`src/rtl/core/pid_position_loop_with_dwell_defines.svh`:
```
// Assertion macros for the position loop, clocked on clk, disabled in reset.
`ifndef PID_POSITION_LOOP_WITH_DWELL_DEFINES_SVH
`define PID_POSITION_LOOP_WITH_DWELL_DEFINES_SVH

// Same-cycle implication.
`define PPLD_ASSERT_NOW(label, ante, cons, msg) \
	label: assert property (@(posedge clk) disable iff (!arst_n) (ante) |-> (cons)) \
		else $error(msg);

// Next-cycle implication.
`define PPLD_ASSERT_NEXT(label, ante, cons, msg) \
	label: assert property (@(posedge clk) disable iff (!arst_n) (ante) |=> (cons)) \
		else $error(msg);

`endif

```
`src/rtl/core/ppld_pkg.sv`:
```
// Constants and register codes for the position loop with dwell detection.
package ppld_pkg;

	localparam int ANGLE_WIDTH_DEF    = 16;
	localparam int GAIN_FRAC_BITS_DEF = 12;

	localparam int ANGLE_FRAC = 12;
	localparam int DRIVE_FRAC = 14;
	localparam int DRIVE_W    = 16;
	localparam int DRIVE_ONE  = 16384;

	localparam int GAIN_W  = 20;
	localparam int LIMIT_W = 19;
	localparam int SUM_W   = LIMIT_W + 1;
	localparam int TOL_W   = 15;
	localparam int DWELL_W = 16;
	localparam int CFG_IDX_W  = 3;
	localparam int CFG_DATA_W = 20;

	localparam logic [GAIN_W-1:0]  KP_RESET    = GAIN_W'(16384);
	localparam logic [GAIN_W-1:0]  KI_RESET    = GAIN_W'(123);
	localparam logic [GAIN_W-1:0]  KD_RESET    = GAIN_W'(81920);
	localparam logic [LIMIT_W-1:0] LIMIT_RESET = LIMIT_W'(61440);
	localparam logic [TOL_W-1:0]   TOL_RESET   = TOL_W'(143);
	localparam logic [DWELL_W-1:0] DWELL_RESET = DWELL_W'(40);

	typedef enum logic [CFG_IDX_W-1:0] {
		REG_KP    = 3'd0,
		REG_KI    = 3'd1,
		REG_KD_DT = 3'd2,
		REG_LIMIT = 3'd3,
		REG_TOL   = 3'd4,
		REG_DWELL = 3'd5
	} cfg_reg_t;

endpackage

```
`src/rtl/core/pid_position_loop_with_dwell.sv`:
```
// Position loop top level: saturated error, PID drive, integral clamp, dwell detect.
//
//  channel | signals                                        | dir
//  --------+------------------------------------------------+-----
//  in      | in_valid in_ready start_move setpoint target   | in
//          | measured                                       |
//  out     | out_valid out_ready drive_power drive_valid    | out
//          | in_position angle_error                        |
//  cfg     | cfg_valid cfg_ready cfg_index cfg_data         | in
//
//  One beat per cycle sustained while out_ready is high; a beat passes the input register, then the result register.
//  The input register feeds three parallel gain multipliers and the adder/clip path
//  into the result register; loop state updates as the result is loaded unless the loop holds.
//  Reset: configuration registers at defaults, loop state cleared, holding set.
//  An input beat is taken while a result waits as long as the input register is free.
//  cfg_ready is always high.
`include "pid_position_loop_with_dwell_defines.svh"

module pid_position_loop_with_dwell #(
	parameter int ANGLE_WIDTH    = ppld_pkg::ANGLE_WIDTH_DEF,
	parameter int GAIN_FRAC_BITS = ppld_pkg::GAIN_FRAC_BITS_DEF
) (
	input  logic                                  clk,
	input  logic                                  arst_n,
	input  logic                                  in_valid,
	output logic                                  in_ready,
	input  logic                                  start_move,
	input  logic signed [ANGLE_WIDTH-1:0]         setpoint,
	input  logic signed [ANGLE_WIDTH-1:0]         target,
	input  logic signed [ANGLE_WIDTH-1:0]         measured,
	output logic                                  out_valid,
	input  logic                                  out_ready,
	output logic signed [ppld_pkg::DRIVE_W-1:0]   drive_power,
	output logic                                  drive_valid,
	output logic                                  in_position,
	output logic signed [ANGLE_WIDTH-1:0]         angle_error,
	input  logic                                  cfg_valid,
	output logic                                  cfg_ready,
	input  logic [ppld_pkg::CFG_IDX_W-1:0]        cfg_index,
	input  logic [ppld_pkg::CFG_DATA_W-1:0]       cfg_data
);

	localparam int AW      = ANGLE_WIDTH;
	localparam int GW      = ppld_pkg::GAIN_W;
	localparam int SW      = ppld_pkg::SUM_W;
	localparam int DW      = ppld_pkg::DWELL_W;
	localparam int SHIFT   = ppld_pkg::ANGLE_FRAC + GAIN_FRAC_BITS - ppld_pkg::DRIVE_FRAC;
	localparam int KP_PW   = GW + AW + 1;
	localparam int KD_PW   = GW + AW + 2;
	localparam int KI_PW   = GW + SW + 1;
	localparam int MAXP_W  = (KD_PW > KI_PW) ? KD_PW : KI_PW;
	localparam int ACC_W   = MAXP_W + 2;
	localparam int MAG_W   = (AW > ppld_pkg::TOL_W) ? AW : ppld_pkg::TOL_W;
	localparam int NS_W    = ((SW > AW) ? SW : AW) + 1;

	localparam logic signed [ACC_W-1:0] ONE_P = ACC_W'(ppld_pkg::DRIVE_ONE);
	localparam logic signed [ACC_W-1:0] ONE_N = -ACC_W'(ppld_pkg::DRIVE_ONE);
	localparam logic signed [AW-1:0]    AMAX  = {1'b0, {(AW-1){1'b1}}};
	localparam logic signed [AW-1:0]    AMIN  = {1'b1, {(AW-1){1'b0}}};

	// configuration registers
	logic [GW-1:0]                   kp_q, ki_q, kd_q;
	logic [ppld_pkg::LIMIT_W-1:0]    limit_q;
	logic [ppld_pkg::TOL_W-1:0]      tol_q;
	logic [DW-1:0]                   dwell_ticks_q;

	// loop state
	logic signed [AW-1:0] prev_q;
	logic signed [SW-1:0] sum_q;
	logic [DW-1:0]        dwell_q;
	logic                 hold_q;

	// input register
	logic                 valid_s1;
	logic                 start_s1;
	logic signed [AW-1:0] sp_s1, tg_s1, ms_s1;

	// result register
	logic                                 out_valid_q;
	logic signed [ppld_pkg::DRIVE_W-1:0]  drive_q;
	logic                                 drive_valid_q;
	logic                                 in_pos_q;
	logic signed [AW-1:0]                 err_q;

	logic adv;

	// datapath
	logic signed [AW:0]        err_raw;
	logic signed [AW-1:0]      err_sat;
	logic signed [AW-1:0]      prev_eff;
	logic signed [SW-1:0]      sum_eff;
	logic [DW-1:0]             dwell_eff;
	logic                      hold_eff;
	logic signed [AW:0]        diff;
	logic signed [GW:0]        kp_s, ki_s, kd_s;
	logic signed [KP_PW-1:0]   p_kp;
	logic signed [KD_PW-1:0]   p_kd;
	logic signed [KI_PW-1:0]   p_ki;
	logic signed [ACC_W-1:0]   acc, acc_sh;
	logic signed [ppld_pkg::DRIVE_W-1:0] drive_clip, drive_nxt;
	logic signed [AW:0]        err_ext, mag_ext;
	logic [AW-1:0]             mag_abs;
	logic                      on_target, dwell_done;
	logic signed [NS_W-1:0]    ns, lim_p, lim_n, ns_clamp;

	assign cfg_ready = 1'b1;

	always_ff @(posedge clk or negedge arst_n) begin
		if (!arst_n) begin
			kp_q          <= ppld_pkg::KP_RESET;
			ki_q          <= ppld_pkg::KI_RESET;
			kd_q          <= ppld_pkg::KD_RESET;
			limit_q       <= ppld_pkg::LIMIT_RESET;
			tol_q         <= ppld_pkg::TOL_RESET;
			dwell_ticks_q <= ppld_pkg::DWELL_RESET;
		end else if (cfg_valid) begin
			case (cfg_index)
				ppld_pkg::REG_KP:    kp_q          <= cfg_data[GW-1:0];
				ppld_pkg::REG_KI:    ki_q          <= cfg_data[GW-1:0];
				ppld_pkg::REG_KD_DT: kd_q          <= cfg_data[GW-1:0];
				ppld_pkg::REG_LIMIT: limit_q       <= cfg_data[ppld_pkg::LIMIT_W-1:0];
				ppld_pkg::REG_TOL:   tol_q         <= cfg_data[ppld_pkg::TOL_W-1:0];
				ppld_pkg::REG_DWELL: dwell_ticks_q <= cfg_data[DW-1:0];
				default: ;
			endcase
		end
	end

	assign adv      = valid_s1 && (!out_valid_q || out_ready);
	assign in_ready = !valid_s1 || adv;

	always_ff @(posedge clk or negedge arst_n) begin
		if (!arst_n) begin
			valid_s1 <= 1'b0;
		end else if (in_ready) begin
			valid_s1 <= in_valid;
		end
	end

	always_ff @(posedge clk) begin
		if (in_valid && in_ready) begin
			start_s1 <= start_move;
			sp_s1    <= setpoint;
			tg_s1    <= target;
			ms_s1    <= measured;
		end
	end

	// saturated error
	assign err_raw = (AW+1)'(sp_s1) - (AW+1)'(ms_s1);
	always_comb begin
		if (err_raw[AW] != err_raw[AW-1]) begin
			err_sat = err_raw[AW] ? AMIN : AMAX;
		end else begin
			err_sat = err_raw[AW-1:0];
		end
	end

	// start clears the loop state before tracking
	assign prev_eff  = start_s1 ? '0 : prev_q;
	assign sum_eff   = start_s1 ? '0 : sum_q;
	assign dwell_eff = start_s1 ? '0 : dwell_q;
	assign hold_eff  = start_s1 ? 1'b0 : hold_q;

	assign diff = (AW+1)'(err_sat) - (AW+1)'(prev_eff);
	assign kp_s = $signed({1'b0, kp_q});
	assign ki_s = $signed({1'b0, ki_q});
	assign kd_s = $signed({1'b0, kd_q});
	assign p_kp = kp_s * err_sat;
	assign p_kd = kd_s * diff;
	assign p_ki = ki_s * sum_eff;
	assign acc    = ACC_W'(p_kp) + ACC_W'(p_kd) + ACC_W'(p_ki);
	assign acc_sh = acc >>> SHIFT;

	always_comb begin
		if (acc_sh > ONE_P) begin
			drive_clip = ppld_pkg::DRIVE_W'(ppld_pkg::DRIVE_ONE);
		end else if (acc_sh < ONE_N) begin
			drive_clip = -ppld_pkg::DRIVE_W'(ppld_pkg::DRIVE_ONE);
		end else begin
			drive_clip = acc_sh[ppld_pkg::DRIVE_W-1:0];
		end
	end

	// dwell detect
	assign err_ext    = (AW+1)'(err_sat);
	assign mag_ext    = err_ext[AW] ? -err_ext : err_ext;
	assign mag_abs    = mag_ext[AW-1:0];
	assign on_target  = (MAG_W'(mag_abs) < MAG_W'(tol_q)) && (sp_s1 == tg_s1);
	assign dwell_done = on_target && (dwell_eff >= dwell_ticks_q);
	assign drive_nxt  = (hold_eff || dwell_done) ? '0 : drive_clip;

	// integral update with clamp
	assign ns    = NS_W'(sum_eff) + NS_W'(err_sat);
	assign lim_p = NS_W'({1'b0, limit_q});
	assign lim_n = -lim_p;
	always_comb begin
		if (ns > lim_p) begin
			ns_clamp = lim_p;
		end else if (ns < lim_n) begin
			ns_clamp = lim_n;
		end else begin
			ns_clamp = ns;
		end
	end

	always_ff @(posedge clk or negedge arst_n) begin
		if (!arst_n) begin
			prev_q  <= '0;
			sum_q   <= '0;
			dwell_q <= '0;
			hold_q  <= 1'b1;
		end else if (adv && !hold_eff) begin
			prev_q  <= err_sat;
			sum_q   <= ns_clamp[SW-1:0];
			dwell_q <= !on_target ? '0 : (dwell_done ? dwell_eff : dwell_eff + 1'b1);
			hold_q  <= dwell_done;
		end
	end

	always_ff @(posedge clk or negedge arst_n) begin
		if (!arst_n) begin
			out_valid_q <= 1'b0;
		end else if (adv) begin
			out_valid_q <= 1'b1;
		end else if (out_ready) begin
			out_valid_q <= 1'b0;
		end
	end

	always_ff @(posedge clk) begin
		if (adv) begin
			drive_q       <= drive_nxt;
			drive_valid_q <= !hold_eff;
			in_pos_q      <= hold_eff || dwell_done;
			err_q         <= err_sat;
		end
	end

	assign out_valid   = out_valid_q;
	assign drive_power = drive_q;
	assign drive_valid = drive_valid_q;
	assign in_position = in_pos_q;
	assign angle_error = err_q;

	`PPLD_ASSERT_NOW(a_drive_range, out_valid,
		(drive_power <= 16'sd16384) && (drive_power >= -16'sd16384), "drive out of range")
	`PPLD_ASSERT_NOW(a_hold_no_drive, out_valid && !drive_valid,
		(drive_power == '0) && in_position, "drive issued while holding")
	`PPLD_ASSERT_NOW(a_arrive_zero, out_valid && drive_valid && in_position,
		drive_power == '0, "nonzero drive on arrival")
	`PPLD_ASSERT_NEXT(a_hold_frozen, adv && hold_q && !start_s1,
		$stable(sum_q) && $stable(prev_q) && $stable(dwell_q) && hold_q,
		"loop state changed while holding")
	`PPLD_ASSERT_NEXT(a_result_loaded, adv, out_valid, "accepted beat produced no result")

endmodule

```
`config.mk`:
```
export PLATFORM = sky130hd
export DESIGN_NAME = pid_position_loop_with_dwell
export DESIGN_NICKNAME = d
export VERILOG_FILES = /design/src/rtl/core/ppld_pkg.sv /design/src/rtl/core/pid_position_loop_with_dwell.sv
export VERILOG_INCLUDE_DIRS = /design/src /design/src/rtl/core
export SDC_FILE = /design/constraint.sdc
export NUM_CORES = 2
export LEC_CHECK = 0
export BUFFER_PORTS_ARGS = -buffer_cell sky130_fd_sc_hd__buf_2
export CAP_MARGIN = 20
export CORE_AREA = 2 2 366 368
export CTS_BUF_LIST = sky130_fd_sc_hd__clkbuf_2
export DETAILED_ROUTE_END_ITERATION = 10
export DIE_AREA = 0 0 368 370
export SYNTH_ARGS = -nofsm -noshare
export SYNTH_HDL_FRONTEND = slang
export SYNTH_SLANG_ARGS = --single-unit
export TNS_END_PERCENT = 50
```
`constraint.sdc`:
```
create_clock -name clk -period 15.2 [get_ports clk]
set_clock_uncertainty 0.1 [all_clocks]
set_input_delay 3.8 -clock clk [delete_from_list [all_inputs] [get_ports clk]]
set_output_delay 3.8 -clock clk [all_outputs]
set_load 0.03 [all_outputs]
```
==> metrics.yaml <==
status: "completed"
fin_cells: 7588
first_iter_violations: 2907
drt-vias-per-instance: 5.285
fp-row-count: 134
netlist.top_cell.by_area: "fa_1"
synthArstFlopShare_pct: 66.53
cts_root_buf: "clkbuf_2"
post_cts_hold_buffer_count: 0
hold_class: "register to register"
synth.area.top_cells: "fa_1, ha_1, inv_1, dfrtp_1, nand2_1"
firstDrtPassIters: 6
ys_types: 87
arrival_ps: 15400
grt_max_degree: 62
initial_core_util_pct: 39.66
fin_area_sq_mm: 0.05616
finalSetupViolCount: 0
holdPathStages: 2
fillers: 13170
crit_buf_inv: 2
drive_gt1_share_pct: 9.806
regArea_sq_mm: 0.006648
crit_family: "adder cells"
dp_hpwl_microns: 132500
cts_sinks: 248
crit_top_cell: "fa_1"
synth_area_sq_mm: 0.05253
grt_pass1_wl_microns: 259100
clock_path_buffers: 3
critical_path.endpoint_type: "register"
syn_area_per_cell_sq_um: 9.133
required_ps: 16090
placed_cell_area_sq_mm: 0.05519
grt_pass1_vias: 43380
path_clk_slew_ps: 110
dieArea_sq_mm: 0.1362
die_x_microns: 368
cts-htree-levels: 3
path_depth: 45
maxCapViolCount: 0
fmax_ghz: 0.06889
ys_dominant_reg_cell: "dfrtp_1"
timing.slew.headroom_pct: 26.00
worstSetupPathType: "register to register"
critPathMaxStageDelay_ps: 580
multi_input_area_sq_mm: 0.04027
ys_warn_count: 0
synthTopCellsByCount: "inv_1, fa_1, nand2_1"
period_needed_ps: 14520
grt_overflow: 0
placed_cells: 7445
drc: 0
hold_viol_final: 0
maxSlewViolCount: 0
portBuffers: 112
detail-route-antenna-nets: 0
wl_per_cell_microns: 21.62
ys_seq_area_share_pct: 12.65
cts_tree: "built"
cp_max_fo: 20
routed_wl_microns: 164100
synth.most_common_cell: "inv_1"
pin_count: 114
layout_setup_ws_ps: 683.1
grt_use_total_pct: 24.88
fin_crit_sh_pct: 95.51
vias: 40100
die_y_microns: 370
gp_congestion: 0.9700
r2r_cells: 45
synth-edff-count: 83
nNetsFinal: 7308
tightest_slew_ps: 1082
area_delta_synth_final_pct: 6.905
ys_seq_elements: 248
startpoint_type: "register"
numCtsBuffers: 69
critPathSlowestCell: "fa_1"
clk_latency_ps: 1250
syn_nets: 7302
synthCells: 5752
pre_cts_ws_ps: 260.3
core_area_sq_mm: 0.1325
synth_top_cell_area_share_pct: 37.88
grt_antenna_before_repair: 16
-- layout make-up --
| type | count | share of cell area (%) |
|---|---|---|
| Timing Repair Buffer | 238 | 2.723 |
| Sequential cell | 248 | 11.84 |
| Clock buffer | 102 | 0.9090 |
| Multi-Input combinational cell | 3934 | 71.70 |
| Inverter | 1267 | 8.469 |
| Antenna cell | 7 | 0.03119 |
| Tap cell | 1768 | 3.939 |
| Clock inverter | 24 | 0.3877 |
-- cell usage in the layout, fill, tap and decap left out, drive strengths merged, types with 29 or more instances in the layout --
cell type	n
nand2	737
a21oi	129
and2	363
edfxtp	83
o21ai	134
nand2b	35
buf	238
fa	994
mux2	94
inv	1270
dfrtp	144
nor2b	119
o211ai	32
a21o	44
nor2	153
nor3	57
nand3	99
clkbuf	102
o311ai	29
xor2	30
ha	479
xnor2	72
-- tightest hold or removal path, delay by kind of cell, from the launching register on --
family	cells	cell delay [ps]
AO/OA/AOI/OAI	1	60
flip-flops	1	340
AND/OR/NAND/NOR	1	40
-- metrics by stage --
step	utilization, %	hold WS (ps)	setup TNS [ps]
floorplan	-	342.2	0
global placement	41.67	359.8	0
detailed placement	41.67	364.5	0
CTS	42.22	385.2	0
global route	42.39	408.5	-2.668
finish	42.40	385.6	0
-- path summary, 6_finish.rpt --
check	startpoint	endpoint	slack [ps]
setup / recovery	sp_s1[2]	drive_power[14]	680
hold / removal	sum_q[2]	sum_q[2]	390
setup reg to reg	sp_s1[2]	drive_power[14]	680
hold reg to reg	sum_q[2]	sum_q[2]	390
max in group asynchronous	arst_n	prev_q[13]	10560
min in group asynchronous	arst_n	dwell_ticks_q[10]	2400
-- sequential cells by signal, summed over array words and instances, names as in the netlist --
name           count
limit_q           19
hold_q             1
ki_q              20
dwell_q           16
sp_s1             16
kp_q              20
prev_q            16
angle_error       16
in_position        1
drive_valid        1
out_valid          1
drive_power       16
dwell_ticks_q     16
tol_q             15
kd_q              20
start_s1           1
valid_s1           1
sum_q             20
tg_s1             16
ms_s1             16
-- layer usage --
layer	vias up	wire length (microns)	track usage [%]	part of all wire, %
met4	4	6988	9.623	4.3
met3	355	13300	4.803	8.1
met5	-	20	0	0.012
li1	17690	-	-	-
met1	20520	69020	33.37	42
met2	1532	74760	39.79	46
-- cells by family (layout without fill, tap and decap cells) --
| logic type | Yosys count | count (layout) | share of synthesized area [%] |
|---|---|---|---|
| and+or+nand+nor | 1713 | 1713 | 16.09 |
| xor gates and xnor gates | 103 | 103 | 1.758 |
| adders and majority gates | 1473 | 1473 | 49.29 |
| other | 1 | 8 | 0.007139 |
| AOI/OAI and AO/OA | 537 | 537 | 6.676 |
| buffers and inverters | 1570 | 1631 | 11.26 |
| DFF | 248 | 248 | 12.65 |
| muxes | 107 | 107 | 2.263 |
-- what timing repair did --
item,CTS,global route
resized for setup,0,33
buffers inserted,0,7
endpoints found under the setup margin,0,15
Power is left out: the tool's default activity adds up to more than one toggle a clock period on the data nets, which glitch-free logic cannot reach.
